File: config.mk
export PLATFORM = sky130hd
export DESIGN_NAME = scs_front
export DESIGN_NICKNAME = d
export VERILOG_FILES = /design/src/rtl/core/scs_pkg.sv /design/src/rtl/core/scs_front.sv
export SDC_FILE = /design/constraint.sdc
export NUM_CORES = 1
export LEC_CHECK = 0
export BUFFER_PORTS_ARGS = -buffer_cell sky130_fd_sc_hd__buf_4
export CAP_MARGIN = 20
export CORE_MARGIN = 4
export CORE_UTILIZATION = 25
export CTS_BUF_LIST = sky130_fd_sc_hd__clkbuf_8
export DETAILED_ROUTE_END_ITERATION = 7
export PLACE_DENSITY = 0.47
export RECOVER_POWER = 25
export SLEW_MARGIN = 20
export SYNTH_ARGS = -nofsm -noshare
export SYNTH_HDL_FRONTEND = slang
export SYNTH_SLANG_ARGS = --single-unit
File: constraint.sdc
create_clock -name clock -period 52.4 [get_ports clock]
set_input_delay 7.86 -clock clock [delete_from_list [all_inputs] [get_ports clock]]
set_output_delay 7.86 -clock clock [all_outputs]
set_load 0.01 [all_outputs]
File: src/rtl/core/scs_pkg.sv
// Shared types and constants for the segment collision test core.
// No dependencies; every other file of the block imports this package.
`timescale 1ns / 1ps

package scs_pkg;

   localparam int COORD_BITS = 16;
   localparam int R_W        = 16;
   localparam int R2_W       = 2 * R_W;
   localparam int DIFF_W     = COORD_BITS + 1;
   localparam int PROD_W     = 2 * DIFF_W;
   localparam int SUM_W      = PROD_W + 1;
   localparam int NUM_PROD   = 10;
   localparam int NUM_SUM    = NUM_PROD / 2;
   localparam int NUM_BOX    = 4;

   // Magnitude of the cross product and the squared length both stay below 2^(2C+1).
   localparam int CM_W       = 2 * COORD_BITS + 1;
   localparam int DD_W       = 2 * COORD_BITS + 1;
   localparam int LO_W       = COORD_BITS;
   localparam int CM_HI_W    = CM_W - LO_W;
   localparam int DD_HI_W    = DD_W - LO_W;
   localparam int CMP_W      = (SUM_W > R2_W) ? SUM_W : R2_W;
   localparam int WIDE_L_W   = 2 * CM_W;
   localparam int WIDE_R_W   = R2_W + DD_W;
   localparam int WIDE_W     = (WIDE_L_W > WIDE_R_W) ? WIDE_L_W : WIDE_R_W;

   // Box flags: which endpoint lies in the bounding box of which segment.
   localparam int BOX_C_IN_AB = 0;
   localparam int BOX_D_IN_AB = 1;
   localparam int BOX_A_IN_CD = 2;
   localparam int BOX_B_IN_CD = 3;

   typedef enum logic {
      REQ_SEG_SEG    = 1'b0,
      REQ_SEG_CIRCLE = 1'b1
   } req_kind_type;

   typedef logic signed [COORD_BITS-1:0] coord_type;

   typedef struct packed {
      req_kind_type                          kind;
      logic [NUM_BOX-1:0]                    box;
      logic [R_W-1:0]                        radius;
      logic [NUM_PROD-1:0][DIFF_W-1:0]       op_a;
      logic [NUM_PROD-1:0][DIFF_W-1:0]       op_b;
   } item_type;

endpackage

File: src/rtl/core/scs_front.sv
// Front end: takes a request, forms coordinate differences, picks multiplier
// operands by request kind and evaluates bounding-box tests. Uses scs_pkg.
`timescale 1ns / 1ps

module scs_front (
   input  logic                clock,
   input  logic                reset,
   input  logic                start,
   output logic                busy,
   input  logic                req_type,
   input  scs_pkg::coord_type  req_seg_a_x,
   input  scs_pkg::coord_type  req_seg_a_y,
   input  scs_pkg::coord_type  req_seg_b_x,
   input  scs_pkg::coord_type  req_seg_b_y,
   input  scs_pkg::coord_type  req_other_c_x,
   input  scs_pkg::coord_type  req_other_c_y,
   input  scs_pkg::coord_type  req_other_d_x,
   input  scs_pkg::coord_type  req_other_d_y,
   input  logic [scs_pkg::R_W-1:0] req_circle_radius,
   input  logic                q_can_push,
   output logic                q_push,
   output scs_pkg::item_type   q_item
);
   import scs_pkg::*;

   typedef logic signed [DIFF_W-1:0] diff_type;

   logic     valid_ff, valid_in;
   item_type item_ff, item_in;
   logic     accept;
   diff_type abx, aby, acx, acy, adx, ady, cdx, cdy, cax, cay, cbx, cby;

   function automatic logic in_box(coord_type px, coord_type py, coord_type qx,
                                   coord_type qy, coord_type rx, coord_type ry);
      logic ok_x, ok_y;
      ok_x = (rx >= px || rx >= qx) && (rx <= px || rx <= qx);
      ok_y = (ry >= py || ry >= qy) && (ry <= py || ry <= qy);
      return ok_x && ok_y;
   endfunction

   function automatic diff_type sub(coord_type p, coord_type q);
      return diff_type'(p) - diff_type'(q);
   endfunction

   assign q_push   = valid_ff;
   assign busy     = valid_ff && !q_can_push;
   assign accept   = start && !busy;
   assign q_item   = item_ff;
   assign valid_in = accept || (valid_ff && !q_can_push);

   always_comb begin
      abx = sub(req_seg_b_x, req_seg_a_x);
      aby = sub(req_seg_b_y, req_seg_a_y);
      acx = sub(req_other_c_x, req_seg_a_x);
      acy = sub(req_other_c_y, req_seg_a_y);
      adx = sub(req_other_d_x, req_seg_a_x);
      ady = sub(req_other_d_y, req_seg_a_y);
      cdx = sub(req_other_d_x, req_other_c_x);
      cdy = sub(req_other_d_y, req_other_c_y);
      cax = sub(req_seg_a_x, req_other_c_x);
      cay = sub(req_seg_a_y, req_other_c_y);
      cbx = sub(req_seg_b_x, req_other_c_x);
      cby = sub(req_seg_b_y, req_other_c_y);
   end

   always_comb begin
      item_in        = item_ff;
      item_in.kind   = req_kind_type'(req_type);
      item_in.radius = req_circle_radius;
      item_in.box[BOX_C_IN_AB] = in_box(req_seg_a_x, req_seg_a_y, req_seg_b_x, req_seg_b_y,
                                        req_other_c_x, req_other_c_y);
      item_in.box[BOX_D_IN_AB] = in_box(req_seg_a_x, req_seg_a_y, req_seg_b_x, req_seg_b_y,
                                        req_other_d_x, req_other_d_y);
      item_in.box[BOX_A_IN_CD] = in_box(req_other_c_x, req_other_c_y, req_other_d_x,
                                        req_other_d_y, req_seg_a_x, req_seg_a_y);
      item_in.box[BOX_B_IN_CD] = in_box(req_other_c_x, req_other_c_y, req_other_d_x,
                                        req_other_d_y, req_seg_b_x, req_seg_b_y);
      // Each pair of slots is combined in the back end as product(2i) - product(2i+1).
      unique case (item_in.kind)
         REQ_SEG_SEG: begin
            item_in.op_a = '0;
            item_in.op_b = '0;
            // The fifth slot pair (slots 8 and 9) is unused for two segments.
            item_in.op_a[7:0] = {cdy, cdx, cdy, cdx, aby, abx, aby, abx};
            item_in.op_b[7:0] = {cbx, cby, cax, cay, adx, ady, acx, acy};
         end
         REQ_SEG_CIRCLE: begin
            // Squared length, projection, cross product, |C-A|^2, |C-B|^2.
            item_in.op_a = {-cby, cbx, -acy, acx, aby, abx, -acy, acx, -aby, abx};
            item_in.op_b = {cby, cbx, acy, acx, acx, acy, aby, abx, aby, abx};
         end
         default: begin
            item_in.op_a = '0;
            item_in.op_b = '0;
         end
      endcase
   end

   always_ff @(posedge clock) begin
      if (reset) begin
         valid_ff <= 1'b0;
      end else begin
         valid_ff <= valid_in;
      end
      if (accept) begin
         item_ff <= item_in;
      end
   end

endmodule

==> results.md <==
- The run finished, with violations left.
- The checks that failed: capacitance limit, slew limit.
- The actual transition at the worst max-transition pin is 7280 ps.
- The average routed wire per standard cell is 25.6 µm.
- Across the run, the number of max-cap violations was 7.
- The filler cells instantiated in the layout total 10315.
- The I/O pin total is 512.
- Summing every instance area after synthesis gives 24600 µm².
- The number of buffers added by the clock tree synthesis step is 69.
- The worst setup path is captured at a register.
- The worst voltage drop across the vdd grid is 0.0133 mV.
- In the synthesized netlist the dominant register cell turns out to be edfxtp_1.
- The number of synthesized register bits is 344.
- The unique cell type count in the Yosys netlist is 98.
- The total power divided by cell area is 31.9 nW/µm².
- The number of enable flip-flop cells after synthesis is 343.
- Port buffering added 511 buffers.
- The root buffer cell is clkbuf_8.
- The worst hold path belongs to the class reg2reg.
- The worst setup path is of the in2reg kind.
- The die width is 322 µm.
- Compared with the post-synthesis result, the final layout area differs by 24.6%.
- The congestion estimate from routability-driven global placement came to 0.893.
- Buffers added to address setup during post-CTS repair amount to 0.
- After clock tree synthesis, the flow added hold-fix buffers numbering 0.
- The startpoint kind of the worst setup timing path is an input port.
- The total negative slack is 0 ps.
- The instance count after placement with tap cells included is 4187.
- For this design the static power due to leakage is 12.9 nW.
- After floorplanning, the core was divided into 114 placement rows.
- After detailed routing, the number of vias per cell comes to 4.97.
- The total power after layout is 978 µW.
- Once detail routing completed, the nets flagged for antenna violations numbered 0.
- The number of antenna violations at the first check in global routing is 20.
- The worst pin sits at a relative slew slack of -3.85.
- In the global route stage, overall resource usage came out at 0.205.
- In this design, the critical path's most frequently occurring cell is clkbuf_1.
- The total congestion overflow is 0.
- The smallest clock period supported by the final layout is computed as 17940 ps.
- After global routing, the most crowded layer is met2.
- The number of global-route vias before repair came to 21624.
- Counting every sink on the clock net gives 344.
- The maximum operating frequency is 55.7 MHz.
- Prior to clock tree synthesis, the placed netlist has a worst setup slack of 36110 ps.
- Once the clock tree was built, the resizer swapped 0 gates to a different size.
- TritonCTS built the clock tree.
- The first global-routing pass estimated 152000 µm of wire.
- The final cycle utilization of the critical path is 0.342.
- The maximum level of the CTS H-tree is 3.
- The met3 track utilization from global routing is 0.0461.
- The number of buffers between clock root and the deepest sink is 3.
- After legalization and detailed placement, the total HPWL measured 90000 µm.
- The first-pass detailed-route iteration total is 5.
- On the critical path, the stage with the largest delay is an instance of clkbuf_1.
- The met1 layer usage reported by global route is 0.254.
- The core footprint is 97100 µm².
- The maximum number of pins on one net before global-route repair is 146.
- The met2 track utilization from global routing is 0.352.
- The final worst setup slack is 34460 ps.
- The number of violations reported at the end of detailed-routing iteration 0 is 1343.
- The worst register-to-register path has a setup slack of 46090 ps.
- For this block, the routed nets add up to 110000 µm of wire.
- In this run the vertical extent of the chip is 322 µm.
- The detailed-route via count is 21472.
- The peak fanout along the critical path is 145.
- After technology mapping, the gate count stands at 2475.
- The count of endpoints failing hold in the final timing report was 0.
- STA puts the critical path data required time at 52760 ps.
- For this configuration, the core starts out at a cell density of 0.253.
- Yosys printed 0 warnings.
- The data arrival time of the worst path is 18310 ps.
- The clock skew is 31.6 ps.
- The layout net count is 3378.
- Setup violations remaining at the end of the flow were counted as 0.
- The worst-skew pair later-pin latency is 710 ps.
- Of the cells placed in the final design, the portion with a size suffix greater than 1 is 0.185.
- The critical path goes through clkbuf_1 -> clkbuf_1 -> nand3_1 -> o31ai_1.
- Setup repair after global routing left no endpoint under its margin.
- The overall die area is 104000 µm².
- The mean area per synthesized cell is 9.94 µm².
- The number of nets produced by synthesis is 2871.
- The count of unresolved DRC violations after routing is 0.
- The clock transition at the register clock pins on the worst setup and hold paths after CTS is 50 ps.
- The sequential share of the synthesized area is 0.419.
- The final count of pins violating max slew is 430.
- After synthesis, the share of flip-flops with an asynchronous set or reset is 0.
- Once layout is complete, the cells apart from fillers number 4316.
- The delay of the slowest cell on the worst path is 5200 ps.
==> cell families (layout without fill, tap and decap cells) <==
logic type,after synthesis,after routing,synth area share
xor gates and xnor gates,167,167,0.0605
buffers and inverters,272,831,0.0446
and+or+nand+nor,724,724,0.147
other,0,6,0
AOI/OAI and AO/OA,678,678,0.181
DFF,344,344,0.419
adders and majority gates,247,247,0.129
muxes,43,43,0.0181
==> layout by cell type (no fill, tap or decap), drive strengths merged, types with 63 or more instances in the layout <==
cell type,instances
nand2,202
edfxtp,343
nor3,63
inv,188
nor2,151
clkbuf,233
xor2,68
xnor2,99
o21ai,180
ha,235
a21oi,155
buf,370
==> power by group <==
group          switching, mW  internal (mW)
sequential            0.0118          0.350
combinational          0.208          0.118
clock                  0.135          0.155
total                  0.355          0.623
==> cell usage after synthesis (all sizes together), types with 28 or more instances <==
cell type    n  area [µm²]
nand4       30         194
ha         235        2940
edfxtp     343       10300
xnor2       99         867
buf         43         239
clkbuf      55         206
a21oi      155         783
nand2      202         758
nand2b      38         238
nor2       151         567
inv        173         649
mux2i       31         310
o31ai       33         248
o21a        52         390
or3         29         181
xor2        68         622
nor2b       43         277
nor3        63         315
o21ai      180         901
a211oi      28         220
a21o        61         458
nand3       58         295
==> registers in the layout, indices dropped and copies added, names as in the netlist <==
register and flops:
q_item 343, q_push 1
==> through the flow <==
| step | util | cell area, µm² | hold WS (ps) |
|---|---|---|---|
| 6_report | 0.316 | 30700 | 629 |
| 5_1_grt | 0.316 | 30600 | 680 |
| 3_5_place_dp | 0.307 | 29800 | 665 |
| 4_1_cts | 0.321 | 31200 | 673 |
| 3_3_place_gp | 0.307 | 29800 | 663 |
| 2_1_floorplan | - | 24600 | 667 |
==> final cells by class <==
| class | count | area, µm² | area share |
|---|---|---|---|
| inverters | 174 | 654 | 0.0213 |
| repair buffers | 534 | 3460 | 0.113 |
| multi-input cells | 1859 | 13200 | 0.431 |
| flip-flops and latches | 344 | 10300 | 0.337 |
| clock buffers | 69 | 950 | 0.0310 |
| diodes | 6 | 15.0 | 0.000490 |
| well taps | 1276 | 1600 | 0.0521 |
| clock inverters | 54 | 444 | 0.0145 |
==> worst paths after layout <==
kind,from,to,cells past startpoint
setup reg to reg,q_push,q_item[331],5
setup / recovery,req_type,q_item[282],4
hold / removal,q_push,q_push,3
hold reg to reg,q_push,q_push,3
==> per-layer routing <==
layer  wire length (µm)  up-vias
met1              46800    10503
met3               6790      146
met2              53100      678
met4               3790        4
li1                   -    10141
met5                 34        -
==> worst max-delay path, delay by kind of cell <==
kind	cells	cell delay, ps
buffers and inverters	2	6990
AND/OR/NAND/NOR	1	2390
AO/OA/AOI/OAI	1	880
Note: power is estimated with default switching activity, not from simulation.
