$ cat src/rtl/core/scs_pkg.sv
// Shared types and constants for the segment collision test core.
// No dependencies; every other file of the block imports this package.
`timescale 1ns / 1ps

package scs_pkg;

   localparam int COORD_BITS = 16;
   localparam int R_W        = 16;
   localparam int R2_W       = 2 * R_W;
   localparam int DIFF_W     = COORD_BITS + 1;
   localparam int PROD_W     = 2 * DIFF_W;
   localparam int SUM_W      = PROD_W + 1;
   localparam int NUM_PROD   = 10;
   localparam int NUM_SUM    = NUM_PROD / 2;
   localparam int NUM_BOX    = 4;

   // Magnitude of the cross product and the squared length both stay below 2^(2C+1).
   localparam int CM_W       = 2 * COORD_BITS + 1;
   localparam int DD_W       = 2 * COORD_BITS + 1;
   localparam int LO_W       = COORD_BITS;
   localparam int CM_HI_W    = CM_W - LO_W;
   localparam int DD_HI_W    = DD_W - LO_W;
   localparam int CMP_W      = (SUM_W > R2_W) ? SUM_W : R2_W;
   localparam int WIDE_L_W   = 2 * CM_W;
   localparam int WIDE_R_W   = R2_W + DD_W;
   localparam int WIDE_W     = (WIDE_L_W > WIDE_R_W) ? WIDE_L_W : WIDE_R_W;

   // Box flags: which endpoint lies in the bounding box of which segment.
   localparam int BOX_C_IN_AB = 0;
   localparam int BOX_D_IN_AB = 1;
   localparam int BOX_A_IN_CD = 2;
   localparam int BOX_B_IN_CD = 3;

   typedef enum logic {
      REQ_SEG_SEG    = 1'b0,
      REQ_SEG_CIRCLE = 1'b1
   } req_kind_type;

   typedef logic signed [COORD_BITS-1:0] coord_type;

   typedef struct packed {
      req_kind_type                          kind;
      logic [NUM_BOX-1:0]                    box;
      logic [R_W-1:0]                        radius;
      logic [NUM_PROD-1:0][DIFF_W-1:0]       op_a;
      logic [NUM_PROD-1:0][DIFF_W-1:0]       op_b;
   } item_type;

endpackage

$ cat src/rtl/core/scs_queue.sv
// Two-entry request queue between the front end and the arithmetic back end.
// Uses scs_pkg for the queued item type.
`timescale 1ns / 1ps

module scs_queue (
   input  logic               clock,
   input  logic               reset,
   input  logic               push,
   input  scs_pkg::item_type  push_item,
   output logic               can_push,
   output logic               pop,
   output scs_pkg::item_type  pop_item
);
   import scs_pkg::*;

   item_type   mem_ff [2];
   logic       wr_ptr_ff, rd_ptr_ff;
   logic [1:0] count_ff, count_in;
   logic       do_push;

   // The back end never stalls, so any held request leaves in the next cycle.
   assign pop      = (count_ff != 2'd0);
   assign pop_item = mem_ff[rd_ptr_ff];
   assign can_push = (count_ff != 2'd2) || pop;
   assign do_push  = push && can_push;

   always_comb begin
      count_in = count_ff;
      priority case ({do_push, pop})
         2'b10:   count_in = count_ff + 2'd1;
         2'b01:   count_in = count_ff - 2'd1;
         default: count_in = count_ff;
      endcase
   end

   always_ff @(posedge clock) begin
      if (reset) begin
         wr_ptr_ff <= 1'b0;
         rd_ptr_ff <= 1'b0;
         count_ff  <= 2'd0;
      end else begin
         count_ff <= count_in;
         if (do_push) begin
            wr_ptr_ff <= !wr_ptr_ff;
         end
         if (pop) begin
            rd_ptr_ff <= !rd_ptr_ff;
         end
      end
      if (do_push) begin
         mem_ff[wr_ptr_ff] <= push_item;
      end
   end

endmodule

$ cat config.mk
export PLATFORM = sky130hd
export DESIGN_NAME = scs_queue
export DESIGN_NICKNAME = d
export VERILOG_FILES = /design/src/rtl/core/scs_pkg.sv /design/src/rtl/core/scs_queue.sv
export SDC_FILE = /design/constraint.sdc
export NUM_CORES = 1
export LEC_CHECK = 0
export BUFFER_PORTS_ARGS = -buffer_cell sky130_fd_sc_hd__buf_4
export CAP_MARGIN = 20
export CORE_AREA = 2 2 281 283
export DETAILED_ROUTE_END_ITERATION = 8
export DIE_AREA = 0 0 283 285
export GPL_ROUTABILITY_DRIVEN = 1
export SLEW_MARGIN = 25
export SYNTH_ARGS = -nofsm -noshare
export SYNTH_HDL_FRONTEND = slang
export SYNTH_SLANG_ARGS = --single-unit
$ cat constraint.sdc
create_clock -name clock -period 21.1 [get_ports clock]
set_input_delay 4.22 -clock clock [delete_from_list [all_inputs] [get_ports clock]]
set_output_delay 4.22 -clock clock [all_outputs]
set_load 0.02 [all_outputs]
==> flow_metrics.py, run 1 <==
metrics = {
    "critical_path": {
        "r2r-end": "mem_ff[1][306]",
        "rr_worst_depth": 4,
        "path_cells": "buf_4 -> buf_4 -> buf_4 -> buf_4 -> mux2_2 -> buf_4",
        "max_stage_delay_ns": 0.88,
        "cp.buffers_inverters": 5,
        "start_kind": "flop",
        "rrSetupSlack_ns": 17.24,
        "slowest_stage": "buf_4",
        "required_ns": 16.88,
        "crit_type": "reg -> out",
        "end_kind": "output pin",
        "cp.arrival_ns": 5.64,
        "worstPathMaxFanout": 64,
        "crit_top_cell": "buf_4",
        "cpLargestDelayFamily": "buffers and inverters",
        "r2r-start": "wr_ptr_ff",
    },
    "logic_synthesis": {
        "syn-mean-instance-area_um2": 24.0,
        "synth.distinct_cells": 17,
        "yosysSeqAreaShare": 0.792,
        "synth_area_leader_cell": "edfxtp_1",
        "synth_commonest_cells": "722 x edfxtp_1, 290 x mux2_4, 72 x mux2_2, 22 x buf_6, 11 x buf_8",
        "synthTopCellsByArea": "edfxtp_1 79%, mux2_4 16%, mux2_2 2.9%, buf_6 0.90%, buf_8 0.60%",
        "async_reset_ff_frac": 0,
        "synth_edf_count": 722,
        "synth_top_area_frac": 0.789,
        "synth_cells": 1145,
        "ys_ff_latch": 727,
        "syn-num-nets": 1509,
        "yosysMostFrequentCell": "edfxtp_1",
        "yosysWarnings": 0,
        "ys.flop_type": "edfxtp_1",
        "syn-cell-area_um2": 27500,
    },
    "sta": {
        "setup_viol": 0,
        "fmax_mhz": 101,
        "tns_ns": 0,
        "skew_ns": 0.0193,
        "tightest_slew_ns": 1.02,
        "drv_slew": 0,
        "rsz0062_at_grt": "no",
        "slew_headroom": 0.318,
        "period_minus_slack_ns": 9.86,
        "finalHoldViolCount": 0,
        "fin_crit_sh": 0.467,
    },
    "floorplan": {
        "die_w_um": 283,
        "rows": 103,
        "core-area_um2": 78000,
        "initial_core_util": 0.353,
        "die_area_um2": 80700,
        "ioPinCount": 727,
        "die_h_um": 285,
    },
    "detailed_routing": {
        "detail-route-antenna-nets": 0,
        "drc_errors": 0,
        "dr.first_iter.drc_count": 643,
        "dr.pass1.iters": 6,
        "wire_per_inst_um": 21.4,
        "viasPerCell": 4.47,
        "vias": 13632,
        "routed_wl_mm": 65.2,
    },
    "place": {
        "post_dp_cell_area_um2": 33900,
        "routabilityCongestion": 0.829,
        "post-dp-hpwl_mm": 46.2,
        "port_buffers": 725,
    },
    "power_and_ir_drop": {
        "vdd_drop_max_mv": 0.0717,
        "p_sw_frac": 0.232,
        "power_frac_comb": 0.129,
        "leakage_nw": 14.0,
        "pwr-share-seq": 0.492,
        "p_int_mw": 2.67,
        "power_density_nw_per_um2": 95.5,
        "power.net_switching_mw": 0.808,
        "clkPwrFrac": 0.379,
    },
    "min_path": {
        "worstHoldEndpoint": "count_ff[1]",
        "worstHoldStart": "count_ff[1]",
        "hold-path-cell-count": 1,
        "min_path_type": "reg -> reg",
    },
    "cts": {
        "numCtsBuffers": 79,
        "post_cts.repair.setup_buffers": 0,
        "clk_latency_ns": 0.61,
        "cts_tree": "built",
        "clkTransAtPathRegs_ns": 0.05,
        "cts.sinks": 727,
        "hold_buffers": 0,
        "root_buffer": "clkbuf_16",
        "htreeDepth": 3,
        "ctsResizeCount": 0,
        "cts_buffer_depth": 3,
    },
    "final_layout": {
        "layout.nets": 2289,
        "num-fill-cells": 6627,
        "layout-drive-gt1-share": 0.609,
        "area_delta_synth_final_pct": 32.7,
        "fin_area_um2": 36500,
    },
    "run": {
        "drv_cap": 0,
    },
    "grt": {
        "gr-total-overflow": 0,
        "grt_pass1_vias": 14753,
        "grt_max_degree": 151,
        "grt_pass1_wl_mm": 93.5,
        "antenna_found_initial": 12,
        "grt_usage": 0.155,
    },
    "run_status": {
        "status": "complete, no violations",
    },
}
==> logic make-up after synthesis <==
| logic type | count (synthesis) | synth area share |
|---|---|---|
| buffers and inverters | 41 | 0.0166 |
| muxes | 362 | 0.188 |
| DFF | 727 | 0.792 |
| and+or+nand+nor | 12 | 0.00237 |
| other | 1 | 0.000136 |
| xor gates and xnor gates | 1 | 0.000319 |
| AOI/OAI and AO/OA | 1 | 0.000273 |
==> power groups by stage <==
stage               clock [mW]  combinational, mW  sequential (mW)
finish                    1.32              0.448             1.71
global route              1.42              0.473             1.72
CTS                       1.36              0.455             1.71
detailed placement           0              0.454             1.74
global placement             0              0.449             1.74
floorplan                    0              0.257             1.78
==> layout by cell type, fill, tap and decap left out, drive strengths merged <==
master	instances
nor2b	3
xnor2	1
mux2	362
clkinvlp	7
clkbuf	100
diode	9
and2	1
edfxtp	722
clkinv	29
or2	1
nor3b	1
dfxtp	5
inv	4
o21a	1
nor3	3
conb	1
bufinv	5
nor2	3
buf	740
==> metrics by stage <==
stage / worst slack (ns) / total power, mW / hold WS [ns] / util / std cells
after floorplan: 0.245 / 2.03 / 0.485 / - / 1145
after global placement: 11.88 / 2.19 / 0.501 / 0.435 / 2893
after detailed placement: 11.82 / 2.20 / 0.513 / 0.435 / 2893
after CTS: 11.14 / 3.53 / 0.522 / 0.467 / 3038
after global routing: 10.91 / 3.61 / 0.558 / 0.468 / 3045
final: 11.24 / 3.48 / 0.522 / 0.468 / 3048
==> flip-flops by register name (all words and copies together), names as in the netlist, named ones only <==
signal,count
mem_ff,722
count_ff,2
rd_ptr_ff,1
wr_ptr_ff,1
==> per-layer routing <==
layer  up-vias  routed length [um]  track usage  part of all wire
li1       6165                   -            -                 -
met1      6787               22200        0.156              0.34
met2       570               34400        0.276              0.53
met3       104                6650       0.0694              0.10
met4         6                1840       0.0665             0.028
met5         -                  37            0           0.00057
==> worst reg2reg max path: stages (launching register included) <==
cell and delay, ns:
dfxtp_1 0.41, and2_4 0.75, buf_4 0.78, buf_4 0.79, buf_4 0.73
==> area by class of cell <==
| type | instances | area [um^2] | share of cell area |
|---|---|---|---|
| antenna | 9 | 22.5 | 0.000617 |
| tap | 1050 | 1310 | 0.0360 |
| clock inverter | 45 | 415 | 0.0114 |
| multi-input combinational | 377 | 5260 | 0.144 |
| clock buffer | 100 | 2090 | 0.0572 |
| sequential | 727 | 21800 | 0.597 |
| timing repair buffer | 740 | 5600 | 0.154 |
==> worst max path at each step <==
stage,end,depth (start not counted)
5_1_grt,pop_item[355],6
6_report,pop_item[355],6
3_3_place_gp,pop_item[355],6
2_1_floorplan,mem_ff[0][0],1
3_5_place_dp,pop_item[355],6
4_1_cts,pop_item[355],6
No activity file was read; power rests on OpenSTA's default activity.
==> run 2, diff against run 1 <==
CORE_AREA = 2 2 284 286   (was 2 2 281 283)
DIE_AREA = 0 0 286 288   (was 0 0 283 285)
clock period = 9.3 ns   (was 21.1 ns; I/O delays follow)
==> run 2 against run 1 <==
  * Combinational power grew 130%
  * Count of clock-buffer cells in the layout up 2
  * Sequential share of layout area decreased by 0.15 points
  * Hold slack gained 0.0019 ns
  * Largest cell class unchanged
  * Largest power group unchanged
  * First-iteration DRC count down 6.1%
  * Non-clock buffer count down 4
  * Clock skew is 0.010 ns higher
==> flow_metrics.py, run 2 (synthesized netlist as in run 1, its figures left out) <==
metrics = {
    "run_status": {
        "status": "complete, no violations",
    },
    "final_layout": {
        "max_flop_register": "mem_ff",
        "layout.nets": 2286,
        "largestRegisters": "mem_ff (722), count_ff (2)",
        "final_cells": 3049,
        "final_common_cell": "buf_4",
        "final_cell_mix": "727 x buf_4, 722 x edfxtp_1, 290 x mux2_4, 80 x clkbuf_16, 72 x mux2_2",
        "largest_reg_flops": 722,
        "layout-drive-gt1-share": 0.608,
        "area_delta_synth_final_pct": 33.1,
    },
    "cts": {
        "cts_buffer_depth": 3,
        "numCtsBuffers": 80,
        "clk_latency_ns": 0.62,
        "htreeDepth": 3,
        "root_buffer": "clkbuf_16",
        "clkTransAtPathRegs_ns": 0.06,
        "cts.sinks": 727,
        "post_cts.repair.setup_buffers": 0,
        "ctsResizeCount": 0,
        "cts_tree": "built",
        "hold_buffers": 0,
    },
    "power_and_ir_drop": {
        "power_density_nw_per_um2": 218,
        "vdd_drop_max_mv": 0.152,
        "leakage_nw": 14.0,
    },
    "grt": {
        "grt_usage": 0.151,
        "antenna_found_initial": 11,
        "gr-total-overflow": 0,
        "grt_pass1_vias": 14512,
        "grt_pass1_wl_mm": 91.9,
        "grt_max_degree": 165,
    },
    "sta": {
        "fmax_mhz": 190,
        "setup_viol": 0,
        "drv_slew": 0,
        "tns_ns": 0,
        "finalHoldViolCount": 0,
        "slew_headroom": 0.299,
        "period_minus_slack_ns": 5.27,
        "fin_crit_sh": 0.567,
        "rsz0062_at_grt": "no",
        "skew_ns": 0.0294,
        "tightest_slew_ns": 1.05,
    },
    "floorplan": {
        "initial_core_util": 0.345,
        "ioPinCount": 727,
        "die_h_um": 288,
        "die_area_um2": 82400,
        "core-area_um2": 79600,
        "rows": 104,
        "die_w_um": 286,
    },
    "min_path": {
        "min_path_type": "reg -> reg",
        "hold-path-cell-count": 1,
    },
    "run": {
        "drv_cap": 0,
    },
    "detailed_routing": {
        "dr.pass1.iters": 4,
        "vias": 13618,
        "dr.first_iter.drc_count": 604,
        "viasPerCell": 4.47,
        "detail-route-antenna-nets": 0,
        "wire_per_inst_um": 21.5,
        "drc_errors": 0,
        "routed_wl_mm": 65.4,
    },
    "critical_path": {
        "rr_worst_depth": 3,
        "required_ns": 7.44,
        "worstPathMaxFanout": 123,
        "cp.arrival_ns": 3.41,
        "end_kind": "output pin",
        "crit_type": "reg -> out",
        "start_kind": "flop",
    },
    "place": {
        "port_buffers": 725,
        "dp_cells": 2898,
        "routabilityCongestion": 0.794,
        "post-dp-hpwl_mm": 45.3,
    },
}
run 2: cell count changes in the layout (fill, tap and decap cells not counted), sizes merged:
cell,before,now
buf,740,736
clkinvlp,7,1
diode,9,5
bufinv,5,6
inv,4,3
clkinv,29,32
clkbuf,100,102
run 2: cell type report:
type	instances	area, um^2
Fill cell	6852	43100
Multi-Input combinational cell	377	5260
Antenna cell	5	12.5
Clock inverter	42	469
Clock buffer	102	2080
Timing Repair Buffer	736	5640
Sequential cell	727	21800
Tap cell	1060	1330
run 2: power by group:
part	internal, mW	leakage (nW)	total (mW)	switching (mW)
Combinational	0.501	6.00	1.03	0.529
Clock	1.77	1.23	3.05	1.28
Sequential	3.83	6.82	3.88	0.0500
Total	6.10	14.0	7.96	1.86
run 2: stage by stage:
step	util	worst slack [ns]	area [um^2]	power [mW]	hold WS [ns]
finish	0.459	4.03	36600	7.96	0.524
CTS	0.459	3.90	36500	8.07	0.523
detailed placement	0.426	4.61	34000	4.99	0.517
floorplan	-	1.61	27500	4.55	0.485
global route	0.459	3.81	36600	8.24	0.570
global placement	0.426	4.64	34000	4.98	0.498
run 2: path summary, 6_finish.rpt:
check         startpoint  slack [ns]              to
min reg2reg  count_ff[1]        0.52     count_ff[1]
max reg2reg    wr_ptr_ff        6.66  mem_ff[1][316]
min          count_ff[1]        0.52     count_ff[1]
max                 flop        4.03   pop_item[101]
run 2: metal layers:
| metal | global-route usage | wire length (um) | vias up |
|---|---|---|---|
| li1 | - | - | 6135 |
| met1 | 0.162 | 23200 | 6798 |
| met2 | 0.262 | 33700 | 557 |
| met3 | 0.0635 | 6370 | 118 |
| met4 | 0.0606 | 2070 | 10 |
| met5 | 0 | 62 | - |
run 2: critical path, stage by stage, from the launching register on:
cell,delay (ns)
dfxtp_4,0.59
buf_4,0.76
buf_12,0.74
mux2_4,0.36
buf_4,0.16
==> run 3, diff against run 2 <==
ABC_AREA = 1   (was unset)
CORE_AREA = 2 2 282 284   (was 2 2 284 286)
DIE_AREA = 0 0 284 286   (was 0 0 286 288)
clock period = 4.58 ns   (was 9.3 ns; I/O delays follow)
==> run 3 against run 2 <==
  * Cell count rose by 25%
  * Non-clock buffer count up 25
  * Highest routed layer is now met4
  * Design area fell by 0.91%
  * Combinational power up 82%
  * Clock power increased by 100%
  * Critical path type unchanged
  * Die area decreased by 1.4%
==> flow_metrics.py, run 3 <==
metrics = {
    "run_status": {
        "status": "complete, no violations",
    },
    "cts": {
        "cts_buffer_depth": 3,
        "post_cts.repair.setup_buffers": 0,
        "cts.sinks": 727,
        "cts_tree": "built",
        "clkTransAtPathRegs_ns": 0.06,
        "clk_latency_ns": 0.61,
        "numCtsBuffers": 79,
        "root_buffer": "clkbuf_16",
        "hold_buffers": 0,
        "htreeDepth": 3,
        "ctsResizeCount": 0,
    },
    "power_and_ir_drop": {
        "vdd_drop_max_mv": 0.303,
        "power.net_switching_mw": 3.78,
        "clkPwrFrac": 0.388,
        "pwr-share-seq": 0.494,
        "leakage_nw": 14.6,
        "p_int_mw": 12.0,
        "power_density_nw_per_um2": 436,
        "p_sw_frac": 0.239,
        "power_frac_comb": 0.118,
    },
    "final_layout": {
        "multi_input_area_um2": 3330,
        "num-fill-cells": 7044,
        "area_delta_synth_final_pct": 33.8,
        "final_cells": 3800,
        "largest_reg_flops": 722,
        "fin_area_um2": 36200,
        "layout.nets": 3039,
        "layout-drive-gt1-share": 0.325,
        "final_common_cell": "buf_4",
        "final_cell_mix": "750 x buf_4, 722 x edfxtp_1, 365 x inv_1, 365 x nand2_1, 331 x o21ai_0",
        "fin_util": 0.463,
        "regArea_um2": 21800,
        "largestRegisters": "mem_ff (722), count_ff (2)",
        "max_flop_register": "mem_ff",
    },
    "critical_path": {
        "slowest_stage": "dfxtp_4",
        "cp.arrival_ns": 2.52,
        "worstPathMaxFanout": 109,
        "cp.depth": 5,
        "cp.buffers_inverters": 3,
        "crit_top_cell": "buf_12",
        "rr_worst_depth": 4,
        "crit_type": "reg -> out",
        "cpLargestDelayFamily": "buffers and inverters",
        "path_cells": "buf_12 -> buf_12 -> nand2_1 -> o21ai_0 -> buf_4",
        "start_kind": "flop",
        "max_stage_delay_ns": 0.66,
        "end_kind": "output pin",
        "required_ns": 3.66,
    },
    "min_path": {
        "hold-path-cell-count": 1,
        "min_path_type": "in -> reg",
    },
    "grt": {
        "gr-total-overflow": 0,
        "grt_pass1_vias": 16431,
        "grt_usage": 0.157,
        "grt_pass1_wl_mm": 97.0,
        "grt_max_degree": 157,
        "antenna_found_initial": 15,
    },
    "place": {
        "post_dp_cell_area_um2": 33700,
        "post-dp-hpwl_mm": 47.4,
        "port_buffers": 725,
        "dp_cells": 3643,
        "routabilityCongestion": 0.849,
    },
    "logic_synthesis": {
        "syn-num-nets": 2278,
        "muxShareOfSynthArea": 0,
        "syn-cell-area_um2": 27100,
        "synth_top_area_frac": 0.801,
        "synth_top_family_by_area": "buffers and inverters",
        "ys.flop_type": "edfxtp_1",
        "syn-mean-instance-area_um2": 14.1,
        "synth_area_leader_cell": "edfxtp_1",
        "synthTopCellsByArea": "edfxtp_1 80%, o21ai_0 6.1%, inv_1 5.1%, nand2_1 5.1%, buf_6 1.2%",
        "synth_commonest_cells": "722 x edfxtp_1, 367 x inv_1, 366 x nand2_1, 331 x o21ai_0, 35 x buf_2",
        "async_reset_ff_frac": 0,
        "yosysWarnings": 0,
        "ys_ff_latch": 727,
        "synth.distinct_cells": 17,
        "synth_compound_area_frac": 0.0699,
        "yosysMostFrequentCell": "edfxtp_1",
        "yosysSeqAreaShare": 0.804,
        "synthXorXnorAreaFrac": 0,
        "synth_cells": 1914,
        "synth_fa_ha_area_frac": 0,
        "synth-simple-area-share": 0.0521,
        "synth_edf_count": 722,
    },
    "sta": {
        "period_minus_slack_ns": 3.44,
        "fin_crit_sh": 0.750,
        "hold_ws_ns": 0.467,
        "skew_ns": 0.0211,
        "finalHoldViolCount": 0,
        "drv_slew": 0,
        "setup_viol": 0,
        "slew_headroom": 0.300,
        "fmax_mhz": 291,
        "tightest_slew_ns": 1.05,
        "rsz0062_at_grt": "no",
    },
    "detailed_routing": {
        "drc_errors": 0,
        "dr.first_iter.drc_count": 912,
        "wire_per_inst_um": 17.5,
        "vias": 16556,
        "dr.pass1.iters": 5,
        "routed_wl_mm": 66.6,
        "detail-route-antenna-nets": 0,
        "viasPerCell": 4.36,
    },
    "run": {
        "drv_cap": 0,
    },
    "floorplan": {
        "core-area_um2": 78400,
        "initial_core_util": 0.346,
        "rows": 103,
        "die_h_um": 286,
        "die_w_um": 284,
        "ioPinCount": 727,
        "die_area_um2": 81200,
    },
}
==> run 3: per-stage QoR <==
stage	setup slack (ns)	power (mW)	TNS, ns
floorplan	-2.20	8.88	-1552.64
CTS	1.10	16.0	0
global placement	1.66	9.79	0
finish	1.14	15.8	0
detailed placement	1.63	9.83	0
global route	0.937	16.4	0
==> run 3: logic make-up (layout without fill, tap and decap cells) <==
family | Yosys count | count (layout)
buffers and inverters | 448 | 1269
AND/OR/NAND/NOR | 375 | 375
other | 1 | 16
flip-flops | 727 | 727
AO/OA/AOI/OAI | 363 | 363
==> run 3: final cells by class <==
cell class              instances  share of cell area
clock buffers                  95              0.0568
clock inverters                46              0.0130
multi-input cells             739              0.0919
well taps                    1050              0.0362
diodes                         15             0.00104
inverters                     367              0.0385
repair buffers                761               0.162
flip-flops and latches        727               0.601
==> run 3: final timing paths <==
path	start	end	slack, ns
setup / recovery	flop	pop_item[280]	1.14
hold / removal	push_item[13]	mem_ff[0][13]	0.47
setup reg to reg	wr_ptr_ff	mem_ff[1][169]	2.36
hold reg to reg	count_ff[1]	count_ff[1]	0.49
==> run 3: power groups by stage <==
stage / logic (mW) / clock network [mW] / registers (mW)
after floorplan: 0.901 / 0 / 7.98
after global placement: 1.86 / 0 / 7.93
after detailed placement: 1.89 / 0 / 7.94
after CTS: 1.89 / 6.30 / 7.80
after global routing: 2.00 / 6.55 / 7.83
final: 1.87 / 6.13 / 7.80
==> run 3: layer usage <==
layer | vias up | track usage | part of all wire
li1 | 8021 | - | -
met1 | 7880 | 0.176 | 0.37
met2 | 503 | 0.277 | 0.53
met3 | 152 | 0.0385 | 0.062
met4 | 0 | 0.0829 | 0.045
met5 | - | 0 | 0
